$ cat config.mk
export PLATFORM = sky130hd
export DESIGN_NAME = serial_packet_deframer
export DESIGN_NICKNAME = d
export VERILOG_FILES = /design/src/rtl/spd_pkg.sv /design/src/rtl/spd_in_reg.sv /design/src/rtl/spd_parser.sv /design/src/rtl/spd_out_reg.sv /design/src/rtl/serial_packet_deframer.sv
export SDC_FILE = /design/constraint.sdc
export NUM_CORES = 1
export LEC_CHECK = 0
export ABC_AREA = 1
export BUFFER_PORTS_ARGS = -buffer_cell sky130_fd_sc_hd__buf_2
export CORE_MARGIN = 2
export CORE_UTILIZATION = 45
export CTS_CLUSTER_SIZE = 40
export DETAILED_ROUTE_END_ITERATION = 7
export MAX_ROUTING_LAYER = met4
export PLACE_DENSITY = 0.72
export SLEW_MARGIN = 20
export SYNTH_ARGS = -nofsm -noshare
export SYNTH_HDL_FRONTEND = slang
export SYNTH_SLANG_ARGS = --single-unit
$ cat constraint.sdc
create_clock -name clk -period 7.15 [get_ports clk]
set_input_delay 0.715 -clock clk [delete_from_list [all_inputs] [get_ports clk]]
set_output_delay 0.715 -clock clk [all_outputs]
set_load 0.005 [all_outputs]
$ cat src/rtl/spd_pkg.sv
package spd_pkg;

  // Defaults for the top level parameters.
  localparam int NUM_PACKETS_DEF = 15;
  localparam int HEADER_SIZE_DEF = 16;
  localparam int LENGTH_BITS_DEF = 16;

  // Header byte codes.
  localparam logic [7:0] CHAR_ZERO  = 8'h30;
  localparam logic [3:0] DIGIT_MASK = 4'hF;
  localparam logic [7:0] TERMINATOR = 8'h00;

  // Width of the mask register; it covers the ids below this value.
  localparam int MASK_BITS = 16;

  // Parser state, one-hot.
  typedef enum logic [1:0] {
    ST_HEADER  = 2'b01,
    ST_PAYLOAD = 2'b10
  } parse_state_t;

  // One result item.
  typedef struct packed {
    logic [7:0]  data_byte;
    logic [7:0]  packet_id;
    logic [15:0] byte_index;
    logic        last_byte;
    logic        deliver;
    logic        empty_packet;
  } result_t;

  // Handshake state of the input register toward the parser.
  typedef struct packed {
    logic       valid;
    logic [7:0] rx_byte;
  } stage_t;

endpackage

$ cat src/rtl/spd_in_reg.sv
module spd_in_reg import spd_pkg::*; (
  input  logic       clk,
  input  logic       rst,
  input  logic       in_valid,
  output logic       in_ready,
  input  logic [7:0] rx_byte,
  input  logic       go,
  output stage_t     stage
);

  logic       valid;
  logic [7:0] held_byte;

  // The register frees up in the same cycle that its byte moves on.
  assign in_ready = !valid || go;

  // Valid flag of the stage.
  always_ff @(posedge clk) begin
    if (rst) begin
      valid <= 1'b0;
    end else if (in_valid && in_ready) begin
      valid <= 1'b1;
    end else if (go) begin
      valid <= 1'b0;
    end
  end

  // Byte captured on each input transfer.
  always_ff @(posedge clk) begin
    if (in_valid && in_ready) begin
      held_byte <= rx_byte;
    end
  end

  assign stage.valid   = valid;
  assign stage.rx_byte = held_byte;

endmodule

$ cat src/rtl/spd_parser.sv
module spd_parser import spd_pkg::*; #(
  parameter int NUM_PACKETS = NUM_PACKETS_DEF,
  parameter int HEADER_SIZE = HEADER_SIZE_DEF,
  parameter int LENGTH_BITS = LENGTH_BITS_DEF
) (
  input  logic                   clk,
  input  logic                   rst,
  input  logic                   step,
  input  logic [7:0]             rx_byte,
  input  logic [MASK_BITS-1:0]   mask,
  output logic                   res_valid,
  output result_t                res
);

  localparam int HPOS_W = $clog2(HEADER_SIZE + 1);
  localparam int PROD_W = LENGTH_BITS + 4;

  parse_state_t           state, state_next;
  logic [HPOS_W-1:0]      header_pos, header_pos_next;
  logic [7:0]             current_id, current_id_next;
  logic [LENGTH_BITS-1:0] payload_length, payload_length_next;
  logic [LENGTH_BITS-1:0] payload_pos, payload_pos_next;

  logic [HPOS_W-1:0]      pos_eff;
  logic                   at_id;
  logic [7:0]             id_eff;
  logic [LENGTH_BITS-1:0] len_eff;
  logic [3:0]             digit;
  logic [PROD_W-1:0]      len_ext;
  logic [PROD_W-1:0]      len_acc;
  logic [LENGTH_BITS-1:0] len_sat;
  logic                   last;
  logic [7:0]             res_id;
  logic                   id_ok;

  // A header that has run past its buffer starts over at the id byte.
  assign pos_eff = (header_pos >= HPOS_W'(HEADER_SIZE)) ? '0 : header_pos;
  assign at_id   = (pos_eff == '0);
  assign id_eff  = at_id ? 8'h00 : current_id;
  assign len_eff = at_id ? '0 : payload_length;

  // Decimal accumulation: length * 10 + digit, saturating.
  assign digit   = 4'(rx_byte - CHAR_ZERO) & DIGIT_MASK;
  assign len_ext = PROD_W'(len_eff);
  assign len_acc = (len_ext << 3) + (len_ext << 1) + PROD_W'(digit);
  assign len_sat = (len_acc[PROD_W-1:LENGTH_BITS] != '0) ? '1 : len_acc[LENGTH_BITS-1:0];

  // Final payload byte when the next position reaches the length.
  assign last = ({1'b0, payload_pos} + 1'b1) == {1'b0, payload_length};

  // Id that goes with the result and its deliver decision.
  assign res_id = (state == ST_HEADER) ? id_eff : current_id;
  assign id_ok  = (res_id != 8'h00) && (res_id <= 8'(NUM_PACKETS)) &&
                  (res_id < 8'(MASK_BITS));

  // Next state and result.
  always_comb begin
    state_next          = state;
    header_pos_next     = header_pos;
    current_id_next     = current_id;
    payload_length_next = payload_length;
    payload_pos_next    = payload_pos;
    res_valid           = 1'b0;
    res.data_byte       = rx_byte;
    res.packet_id       = res_id;
    res.byte_index      = 16'(payload_pos);
    res.last_byte       = last;
    res.deliver         = id_ok && mask[res_id[3:0]];
    res.empty_packet    = 1'b0;
    case (state)
      ST_HEADER: begin
        current_id_next     = id_eff;
        payload_length_next = len_eff;
        if (rx_byte == TERMINATOR) begin
          header_pos_next  = '0;
          payload_pos_next = '0;
          if (len_eff == '0) begin
            // Zero length header: one empty result, stay in the header.
            res_valid        = 1'b1;
            res.data_byte    = 8'h00;
            res.byte_index   = 16'h0000;
            res.last_byte    = 1'b1;
            res.empty_packet = 1'b1;
          end else begin
            state_next = ST_PAYLOAD;
          end
        end else begin
          if (at_id) begin
            current_id_next = rx_byte;
          end else begin
            payload_length_next = len_sat;
          end
          header_pos_next = pos_eff + 1'b1;
        end
      end
      ST_PAYLOAD: begin
        res_valid = 1'b1;
        if (last) begin
          state_next       = ST_HEADER;
          header_pos_next  = '0;
          payload_pos_next = '0;
        end else begin
          payload_pos_next = payload_pos + 1'b1;
        end
      end
      default: begin
        state_next = ST_HEADER;
      end
    endcase
  end

  // Parser state advances once for each byte taken from the input register.
  always_ff @(posedge clk) begin
    if (rst) begin
      state          <= ST_HEADER;
      header_pos     <= '0;
      current_id     <= 8'h00;
      payload_length <= '0;
      payload_pos    <= '0;
    end else if (step) begin
      state          <= state_next;
      header_pos     <= header_pos_next;
      current_id     <= current_id_next;
      payload_length <= payload_length_next;
      payload_pos    <= payload_pos_next;
    end
  end

endmodule

$ cat src/rtl/spd_out_reg.sv
module spd_out_reg import spd_pkg::*; (
  input  logic    clk,
  input  logic    rst,
  input  logic    load,
  input  result_t res,
  output logic    out_valid,
  input  logic    out_ready,
  output result_t held
);

  logic valid, valid_next;

  // A new result may only be loaded once the old one has gone.
  always_comb begin
    valid_next = valid;
    if (load) begin
      valid_next = 1'b1;
    end else if (out_ready) begin
      valid_next = 1'b0;
    end
  end

  always_ff @(posedge clk) begin
    if (rst) begin
      valid <= 1'b0;
    end else begin
      valid <= valid_next;
    end
  end

  // Result payload.
  always_ff @(posedge clk) begin
    if (load) begin
      held <= res;
    end
  end

  assign out_valid = valid;

endmodule

$ cat src/rtl/serial_packet_deframer.sv
// Channel   Direction  Handshake              Payload
// input     in         in_valid / in_ready    rx_byte
// output    out        out_valid / out_ready  data_byte, packet_id, byte_index,
//                                             last_byte, deliver, empty_packet
// config    in         cfg_valid / cfg_ready  registered_mask
//
// One byte is taken per cycle while the output is not stalled. A byte waits in the
// input register and is parsed into the output register when it moves on, so a
// result passes through both registers. The parser state update is the only loop.
// Header bytes other than the terminator give no result.
// Reset clears the parser to the start of a header and the mask to zero.
// A stalled output holds the input register, which then takes no new byte.
module serial_packet_deframer import spd_pkg::*; #(
  parameter int NUM_PACKETS = NUM_PACKETS_DEF,
  parameter int HEADER_SIZE = HEADER_SIZE_DEF,
  parameter int LENGTH_BITS = LENGTH_BITS_DEF
) (
  input  logic        clk,
  input  logic        rst,
  input  logic        in_valid,
  output logic        in_ready,
  input  logic [7:0]  rx_byte,
  output logic        out_valid,
  input  logic        out_ready,
  output logic [7:0]  data_byte,
  output logic [7:0]  packet_id,
  output logic [15:0] byte_index,
  output logic        last_byte,
  output logic        deliver,
  output logic        empty_packet,
  input  logic        cfg_valid,
  output logic        cfg_ready,
  input  logic [15:0] registered_mask
);

  logic [MASK_BITS-1:0] mask;
  stage_t               stage;
  logic                 go;
  logic                 res_valid;
  result_t              res;
  result_t              held;

  // Mask register, written on each config transfer.
  assign cfg_ready = 1'b1;
  always_ff @(posedge clk) begin
    if (rst) begin
      mask <= '0;
    end else if (cfg_valid && cfg_ready) begin
      mask <= registered_mask;
    end
  end

  // A byte moves on when the output register is free or being emptied.
  assign go = stage.valid && (!out_valid || out_ready);

  spd_in_reg u_in_reg (
    .clk      (clk),
    .rst      (rst),
    .in_valid (in_valid),
    .in_ready (in_ready),
    .rx_byte  (rx_byte),
    .go       (go),
    .stage    (stage)
  );

  spd_parser #(
    .NUM_PACKETS (NUM_PACKETS),
    .HEADER_SIZE (HEADER_SIZE),
    .LENGTH_BITS (LENGTH_BITS)
  ) u_parser (
    .clk       (clk),
    .rst       (rst),
    .step      (go),
    .rx_byte   (stage.rx_byte),
    .mask      (mask),
    .res_valid (res_valid),
    .res       (res)
  );

  spd_out_reg u_out_reg (
    .clk       (clk),
    .rst       (rst),
    .load      (go && res_valid),
    .res       (res),
    .out_valid (out_valid),
    .out_ready (out_ready),
    .held      (held)
  );

  assign data_byte    = held.data_byte;
  assign packet_id    = held.packet_id;
  assign byte_index   = held.byte_index;
  assign last_byte    = held.last_byte;
  assign deliver      = held.deliver;
  assign empty_packet = held.empty_packet;

  // An empty packet result is a lone final item with zeroed data and index.
  a_empty_shape: assert property (@(posedge clk) disable iff (rst)
    out_valid && empty_packet |-> last_byte && data_byte == 8'h00 && byte_index == 16'h0000)
    else $error("empty packet result with data, index or no last mark");

  // Input stalls only while a byte waits behind a stalled output.
  a_stall_cause: assert property (@(posedge clk) disable iff (rst)
    !in_ready |-> stage.valid && out_valid && !out_ready)
    else $error("input stalled without a blocked output");

  // Deliver never reported for id zero.
  a_deliver_id: assert property (@(posedge clk) disable iff (rst)
    out_valid && packet_id == 8'h00 |-> !deliver)
    else $error("deliver set for id zero");

  // Nothing is presented right after reset.
  a_reset_idle: assert property (@(posedge clk) rst |=> !out_valid)
    else $error("output valid after reset");

endmodule

==> impl_metrics.yaml, run 1 <==
run_status:
  status: "completed"
cts:
  cts_hold_buf: 0
  cts_tree: "done"
  cts_sinks: 107
  cts_buffers: 9
  insertion_delay_ns: 0.36
  clockRootBuffer: "clkbuf_16"
  h-tree-depth: 3
  cts.path.max_buffers: 2
  cts_setup_buffers: 0
  clk_pin_slew_ns: 0.08
  post_cts_resized: 0
yosys:
  ys_ff_latch: 107
  synth_cells: 902
  syn_nets: 969
  synth_cell_types: 46
  synth_flop_cell: "dfxtp_1"
  yosysSeqAreaShare: 0.395
  synth_area_leaders: "edfxtp_1, dfxtp_1, nand2_1"
  synth_top_area_frac: 0.198
  post-synth-top-count-cell: "nand2_1"
  synth_edf_count: 43
  yosysTopAreaCell: "edfxtp_1"
  ys_async_sr_fraction: 0
  yosysWarnings: 0
  syn_area_sq_um: 6510
  postSynthAreaPerCell_sq_um: 7.22
  synth_commonest_cells: "nand2_1, nor2_1, inv_1"
place:
  port_buffers: 64
  place_area_sq_um: 6890
  placed_cells: 1115
  dp_hpwl_um: 11900
  place_congestion: 0.898
timing:
  final.setup_skew_ns: 0.0119
  rsz0062_at_grt: "false"
  hold_viol_final: 0
  layout_worst_path_cycle_share: 0.638
  max_clock_freq_mhz: 219
  max_slew.worst_pin.slew_ns: 1.05
  tns_ns: 0
  setup_viol: 0
  min_period_ns: 4.56
  drv_slew: 0
  slew_headroom: 0.299
global_route:
  antenna_found_initial: 0
  grt_max_degree: 40
  grt_overflow: 0
  met1_usage: 0.293
  use_met2: 0.322
  grt_usage: 0.209
  grt_pass1_vias: 5387
  met3_usage: 0.0331
  grt_pass1_wl_um: 26300
  grt-busiest-layer: "met2"
worst_setup_path:
  crit_path_start_kind: "register"
  r2r-end: "u_parser.payload_length[12]"
  critPathCapture: "u_parser.payload_length[12]"
  cp_slowest_stage_delay_ns: 0.55
  cp.arrival_ns: 4.80
  worstPathRequired_ns: 7.39
  cp_slowest_cell: "inv_1"
  startpoint: "u_parser.header_pos[4]"
  rr_worst_depth: 24
  crit_type: "register to register"
  worst-path-max-fanout: 22
  reg2reg_slack_ns: 2.59
  end_kind: "register"
  critical_path.cell_chain: "nor2_1, inv_1, ha_1, nand3_1, inv_1, nor2_1, xnor2_1, inv_1, ha_1, inv_1, fa_1, inv_1, nand3_1, nand2_1, nand2_1, nand2_1, a21o_1, nand3_1, nand3_1, nand2_1, nor2_2, nand3_1, nand2_1, a21oi_1"
  regToRegStartpoint: "u_parser.header_pos[4]"
floorplanning:
  fp-row-count: 43
  core_area_sq_um: 14000
  io_pins: 67
  die_height_um: 124
  die_w_um: 124
  start_util: 0.465
  dieArea_sq_um: 15400
cells_and_area:
  stdcell_count: 1131
  fin_area_sq_um: 7190
  antenna_cells: 0
  drive_gt1_frac: 0.119
  nets: 1013
  syn_to_final_growth_pct: 10.5
route:
  drc_errors: 0
  wirelength_um: 15500
  vias: 5888
  wl_per_cell_um: 13.7
  ant_nets: 0
  viasPerCell: 5.21
  drt_pass1_iterations: 5
  drt_iter0_markers: 552
power:
  p_leak_uw: 0.00339
  p_int_uw: 966
  p_comb_frac: 0.141
  swShare: 0.283
  vdd_ir_drop_max_v: 0.000117
  p_clk_frac: 0.362
  seqPwrFrac: 0.497
  powerDensity_nw_per_um2: 187
  p_switching_uw: 382
run:
  drv_cap: 0
hold_path:
  worstHoldPathType: "register to register"
  worstHoldPathCells: 2
## flip-flops by register name, indices dropped and copies added, names as in the netlist, named ones only
name,flops
u_parser.payload_pos,16
u_out_reg.out_valid,1
u_in_reg.held_byte,8
u_in_reg.valid,1
u_parser.header_pos,5
mask,15
u_out_reg.held,35
u_parser.payload_length,16
u_parser.state,2
## layout make-up
type	count	area, sq um
clock buffers	9	225
well taps	180	225
inverters	105	397
clock inverters	7	68.8
repair buffers	68	350
flip-flops and latches	107	2570
fillers	1408	6800
multi-input cells	655	3350
## stage by stage
step	util	total power [uW]	setup slack, ns	hold slack, ns
after CTS	0.514	1350	2.36	0.469
after floorplan	-	826	3.42	0.435
final	0.514	1350	2.59	0.467
after global routing	0.514	1410	2.18	0.489
after detailed placement	0.493	872	2.37	0.456
after global placement	0.493	869	2.47	0.455
## cells in the final DEF (no fill, tap or decap), drive strengths merged, types with 37 or more instances in the layout
master,n
nand2,223
nor2,130
inv,106
a21oi,83
nand3,75
buf,68
dfxtp,64
edfxtp,43
o21ai,42
ha,37
## worst min path at each step
stage | start | end
2_1_floorplan | mask[1] | mask[1]
3_3_place_gp | register | register
3_5_place_dp | u_in_reg.held_byte[6] | u_out_reg.held[33]
4_1_cts | u_in_reg.held_byte[7] | u_out_reg.held[34]
5_1_grt | register | register
6_report | register | register
## cells by family (layout without fill, tap and decap cells)
logic type      Yosys count  in the layout  synth area share
compound gates          142            142             0.116
xor+xnor                 14             14            0.0210
fa+ha+maj                38             38            0.0742
buf+inv                 140            189            0.0904
flops                   107            107             0.395
other cells               1              1          0.000576
simple gates            460            460             0.302
## power by group through the flow
stage | Clock [uW] | Sequential (uW) | Combinational [uW]
after global routing | 522 | 672 | 219
after global placement | 0 | 684 | 186
after detailed placement | 0 | 684 | 188
final | 488 | 670 | 190
after floorplan | 0 | 677 | 149
after CTS | 495 | 670 | 189
## critical path: cells and delay by family (launching register included)
kind | cells | cell delay [ns]
AND/OR/NAND/NOR | 13 | 1.89
flip-flops | 1 | 0.41
adder cells (fa/ha/maj) | 3 | 0.89
buffers and inverters | 5 | 0.81
XOR/XNOR | 1 | 0.18
AO/OA/AOI/OAI | 2 | 0.26
## metal layers
metal  vias to the layer above  part of all wire
li1                       3043                 -
met1                      2672              0.49
met2                       162              0.45
met3                        11             0.047
met4                         0             0.011
met5                         -                 0
Power figures use the tool's default switching activity.
==> run 2, diff against run 1 <==
--- a/config.mk
+++ b/config.mk
@@ -12,7 +12,7 @@
 export CTS_CLUSTER_SIZE = 40
 export DETAILED_ROUTE_END_ITERATION = 7
 export MAX_ROUTING_LAYER = met4
-export PLACE_DENSITY = 0.72
+export PLACE_DENSITY = 0.74
 export SLEW_MARGIN = 20
 export SYNTH_ARGS = -nofsm -noshare
 export SYNTH_HDL_FRONTEND = slang
==> constraint.sdc (replaced) <==
create_clock -name clk -period 3.81 [get_ports clk]
set_input_delay 0.381 -clock clk [delete_from_list [all_inputs] [get_ports clk]]
set_output_delay 0.381 -clock clk [all_outputs]
set_load 0.005 [all_outputs]
==> run 2 against run 1 <==
Clock power increased by 85%. Largest cell class unchanged. Combinational power increased by 110%. Non-clock buffer count increased by 15.
==> impl_metrics.yaml, run 2 (synthesis gave the netlist of run 1 again) <==
worst_setup_path:
  regToRegStartpoint: "u_parser.header_pos[0]"
  cp.arrival_ns: 3.82
  crit_path_start_kind: "register"
  crit_type: "register to register"
  worst-path-max-fanout: 18
  r2r-end: "u_parser.payload_length[13]"
  startpoint: "u_parser.header_pos[0]"
  end_kind: "register"
  reg2reg_slack_ns: 0.22
  worstPathRequired_ns: 4.05
  critPathCapture: "u_parser.payload_length[13]"
  rr_worst_depth: 24
place:
  dp_hpwl_um: 11800
  place_congestion: 0.941
  port_buffers: 64
timing:
  setup_viol: 0
  max_clock_freq_mhz: 279
  drv_slew: 0
  min_period_ns: 3.59
  hold_slack_ns: 0.201
  final.setup_skew_ns: 0.00905
  layout_worst_path_cycle_share: 0.941
  hold_viol_final: 0
  slew_headroom: 0.243
  max_slew.worst_pin.slew_ns: 1.13
floorplanning:
  start_util: 0.465
  die_height_um: 124
  dieArea_sq_um: 15400
  die_w_um: 124
  io_pins: 67
  core_area_sq_um: 14000
  fp-row-count: 43
cells_and_area:
  nets: 1028
  area.sequential_sq_um: 2570
  syn_to_final_growth_pct: 13.5
  antenna_cells: 0
  drive_gt1_frac: 0.147
  largest_register_ffs: 35
  regMostFlops: "u_out_reg.held"
  reg_top3: "u_out_reg.held x35, u_parser.payload_length x16, u_parser.payload_pos x16"
  mostFrequentLayoutCells: "nand2_1, nor2_1, inv_1, a21oi_1, nand3_1"
  nFillCells: 1348
  layout_commonest_cell: "nand2_1"
  multiInputGateArea_sq_um: 3410
cts:
  clk_pin_slew_ns: 0.08
  cts_buffers: 9
  cts.path.max_buffers: 2
  h-tree-depth: 3
  clockRootBuffer: "clkbuf_16"
  insertion_delay_ns: 0.35
  cts_tree: "done"
  cts_sinks: 107
  cts_hold_buf: 0
route:
  drc_errors: 0
  viasPerCell: 5.23
  drt_pass1_iterations: 5
  wirelength_um: 15800
  drt_iter0_markers: 541
  wl_per_cell_um: 13.8
  vias: 5998
  ant_nets: 0
power:
  finalPower_uw: 2560
  powerDensity_nw_per_um2: 346
  p_leak_uw: 0.00347
  vdd_ir_drop_max_v: 0.000212
global_route:
  grt_overflow: 0
  grt_max_degree: 40
  grt_pass1_wl_um: 25500
  grt_usage: 0.203
  grt_pass1_vias: 5335
  antenna_found_initial: 0
hold_path:
  worstHoldPathType: "input pin to register"
run_status:
  status: "completed"
run:
  drv_cap: 0
-- run 2: what timing repair did --
action,4_1_cts,5_1_grt
hold endpoints to repair,0,0
setup buffers,0,2
endpoints found under the setup margin,0,16
resized for setup,0,22
-- run 2: routing by layer --
| layer | track usage | share of wire |
|---|---|---|
| met5 | - | 0 |
| met4 | 0.0516 | 0.014 |
| met3 | 0.0241 | 0.050 |
| met2 | 0.313 | 0.46 |
| met1 | 0.285 | 0.48 |
-- run 2: critical path: stages, from the launching register on --
cell and delay (ns):
dfxtp_2 0.33, inv_1 0.06, nor2_4 0.12, inv_1 0.05, ha_1 0.18, nand3_1 0.11
inv_1 0.09, buf_4 0.20, nor2_2 0.22, ha_1 0.28, ha_1 0.36, a21oi_1 0.16
nand2_1 0.09, nand2_1 0.08, nand2_2 0.08, a21o_1 0.22, nand3_1 0.09, nand2_1 0.05
nand2_1 0.05, nand2_1 0.08, nor2_4 0.19, clkbuf_16 0.18, nand3_1 0.06, nand2_1 0.07
a21oi_1 0.07
-- run 2: how the worst min path moves through the flow --
stage               start               endpoint  slack (ns)  cells past startpoint
6_report       rx_byte[0]  u_in_reg.held_byte[0]        0.20                      1
5_1_grt        rx_byte[4]  u_in_reg.held_byte[4]        0.20                      1
4_1_cts        rx_byte[0]  u_in_reg.held_byte[0]        0.20                      1
3_5_place_dp     register               register        0.46                      2
3_3_place_gp     register               register        0.45                      2
2_1_floorplan     mask[1]                mask[1]        0.43                      2
-- run 2: layout make-up --
cell class	instances	area share
Tap cell	180	0.0305
Sequential cell	107	0.349
Timing Repair Buffer	83	0.0672
Inverter	105	0.0537
Clock inverter	7	0.00762
Clock buffer	9	0.0305
Multi-Input combinational cell	655	0.462
-- run 2: through the flow --
stage                     setup slack, ns  instance area, sq um  TNS (ns)   util  cells
after floorplan                    0.0799                  6510         0      -    902
after global placement              0.249                  6990         0  0.500   1126
after detailed placement            0.178                  6990         0  0.500   1126
after CTS                           0.151                  7270         0  0.520   1142
after global routing             -0.00663                  7390   -0.0110  0.528   1146
final                               0.224                  7390         0  0.528   1146
-- run 2: where the power goes --
part	switching (uW)	internal (uW)	total, uW
clock	447	455	902
combinational	243	152	396
sequential	31.8	1230	1260
==> run 3, diff against run 2 <==
--- a/config.mk
+++ b/config.mk
@@ -16,4 +16,5 @@
 export SLEW_MARGIN = 20
 export SYNTH_ARGS = -nofsm -noshare
 export SYNTH_HDL_FRONTEND = slang
+export SYNTH_HIERARCHICAL = 1
 export SYNTH_SLANG_ARGS = --single-unit
==> run 3 against run 2 <==
Global-route usage fell by 0.62 points. First-iteration DRC count rose by 5.4%. Critical path depth rose by 3.
==> impl_metrics.yaml, run 3 <==
hold_path:
  worstHoldStart: "rx_byte[6]"
  worstHoldPathType: "input pin to register"
  worstHoldPathCells: 1
global_route:
  grt_max_degree: 37
  grt_pass1_vias: 5301
  grt_usage: 0.197
  grt_overflow: 0
  antenna_found_initial: 0
  grt_pass1_wl_um: 25000
place:
  port_buffers: 64
  dp_hpwl_um: 11400
  place_congestion: 0.950
  place_area_sq_um: 7180
cts:
  cts_hold_buf: 0
  cts_tree: "done"
  cts_sinks: 107
  clk_pin_slew_ns: 0.08
  h-tree-depth: 3
  insertion_delay_ns: 0.36
  cts.path.max_buffers: 2
  cts_buffers: 9
  clockRootBuffer: "clkbuf_16"
worst_setup_path:
  r2r-end: "u_parser/payload_length[12]"
  startpoint: "u_parser/header_pos[0]"
  crit_type: "register to register"
  rr_worst_depth: 27
  crit_path_start_kind: "register"
  cp.arrival_ns: 3.85
  regToRegStartpoint: "u_parser/header_pos[0]"
  critPathCapture: "u_parser/payload_length[12]"
  worst-path-max-fanout: 8
  worstPathRequired_ns: 4.05
  reg2reg_slack_ns: 0.20
  end_kind: "register"
timing:
  max_slew.worst_pin.slew_ns: 0.863
  slew_headroom: 0.424
  setup_viol: 0
  min_period_ns: 3.61
  drv_slew: 0
  max_clock_freq_mhz: 277
  hold_slack_ns: 0.197
  layout_worst_path_cycle_share: 0.947
  final.setup_skew_ns: 0.00889
  hold_viol_final: 0
cells_and_area:
  multiInputGateArea_sq_um: 3470
  syn_to_final_growth_pct: 13.0
  final_util: 0.521
  nets: 1069
  nFillCells: 1438
  regMostFlops: "u_out_reg/held"
  antenna_cells: 0
  fin_area_sq_um: 7570
  largest_register_ffs: 35
  reg_top3: "u_out_reg/held x35, u_parser/payload_length x16, u_parser/payload_pos x16"
  drive_gt1_frac: 0.137
  layout_commonest_cell: "nand2_1"
  area.sequential_sq_um: 2570
  mostFrequentLayoutCells: "nand2_1, inv_1, nor2_1, a21oi_1, nand3_1"
route:
  vias: 6060
  ant_nets: 0
  wirelength_um: 15400
  drt_iter0_markers: 570
  wl_per_cell_um: 13.0
  drt_pass1_iterations: 5
  drc_errors: 0
  viasPerCell: 5.09
power:
  p_switching_uw: 715
  p_leak_uw: 0.00352
  swShare: 0.274
  p_int_uw: 1900
  powerDensity_nw_per_um2: 345
  vdd_ir_drop_max_v: 0.000228
  p_comb_frac: 0.147
  p_clk_frac: 0.371
  seqPwrFrac: 0.481
run:
  drv_cap: 0
floorplanning:
  io_pins: 67
  dieArea_sq_um: 15900
  fp-row-count: 44
  die_height_um: 126
  die_w_um: 126
  start_util: 0.461
  core_area_sq_um: 14500
yosys:
  syn_nets: 1017
  yosysWarnings: 6
  syn_area_sq_um: 6700
  synth_cells: 950
  postSynthAreaPerCell_sq_um: 7.05
run_status:
  status: "completed"
## run 3: cell type report
class                   instances  area share
clock inverters                 6      0.0112
repair buffers                 77      0.0613
inverters                     137      0.0679
flip-flops and latches        107       0.340
clock buffers                  10      0.0302
multi-input cells             670       0.459
well taps                     184      0.0304
## run 3: layer usage
layer,up-vias,share of wire,track usage
li1,3166,-,-
met1,2715,0.48,0.273
met2,160,0.45,0.295
met3,19,0.055,0.0297
met4,0,0.017,0.0646
met5,-,0,-
## run 3: critical path: stages (launching register included)
cell and delay, ns:
dfxtp_2 0.33, inv_1 0.05, nor2_2 0.14, inv_2 0.06, ha_2 0.19, nand2_2 0.09
nor2_4 0.05, nor2_4 0.15, xnor2_1 0.13, inv_1 0.06, ha_1 0.30, inv_1 0.07
fa_2 0.40, inv_1 0.07, nand3_1 0.07, nand2_2 0.09, nand2_1 0.06, nand2_2 0.08
inv_1 0.06, o21bai_1 0.20, nand2_1 0.11, nand3_1 0.08, nand2_1 0.09, nor2_4 0.18
clkbuf_16 0.18, nand3_1 0.07, nand2_1 0.07, a21oi_1 0.06
## run 3: power groups by stage
| stage | Combinational, uW | Clock, uW | Sequential, uW |
|---|---|---|---|
| 2_1_floorplan | 283 | 0 | 1270 |
| 3_3_place_gp | 360 | 0 | 1280 |
| 3_5_place_dp | 364 | 0 | 1280 |
| 4_1_cts | 366 | 986 | 1260 |
| 5_1_grt | 437 | 1030 | 1260 |
| 6_report | 385 | 970 | 1260 |
## run 3: per-stage QoR
| stage | setup TNS, ns | setup slack (ns) | power [uW] | instances |
|---|---|---|---|---|
| after global placement | 0 | 0.186 | 1640 | 1172 |
| after floorplan | 0 | 0.0203 | 1550 | 950 |
| after detailed placement | 0 | 0.0866 | 1650 | 1172 |
| final | 0 | 0.203 | 2610 | 1191 |
| after global routing | -0.0191 | -0.0104 | 2730 | 1191 |
| after CTS | 0 | 0.0599 | 2610 | 1188 |
## run 3: what timing repair did
action / CTS / global route
buffers inserted: 0 / 2
resized for setup: 0 / 15
setup endpoints to repair: 0 / 16
## run 3: how the worst min path moves through the flow
stage | to | slack (ns)
after floorplan | u_parser/header_pos[2] | 0.44
after global placement | u_parser/header_pos[2] | 0.45
after detailed placement | register | 0.46
after CTS | u_in_reg/held_byte[3] | 0.19
after global routing | u_in_reg/held_byte[6] | 0.20
final | u_in_reg/held_byte[6] | 0.20
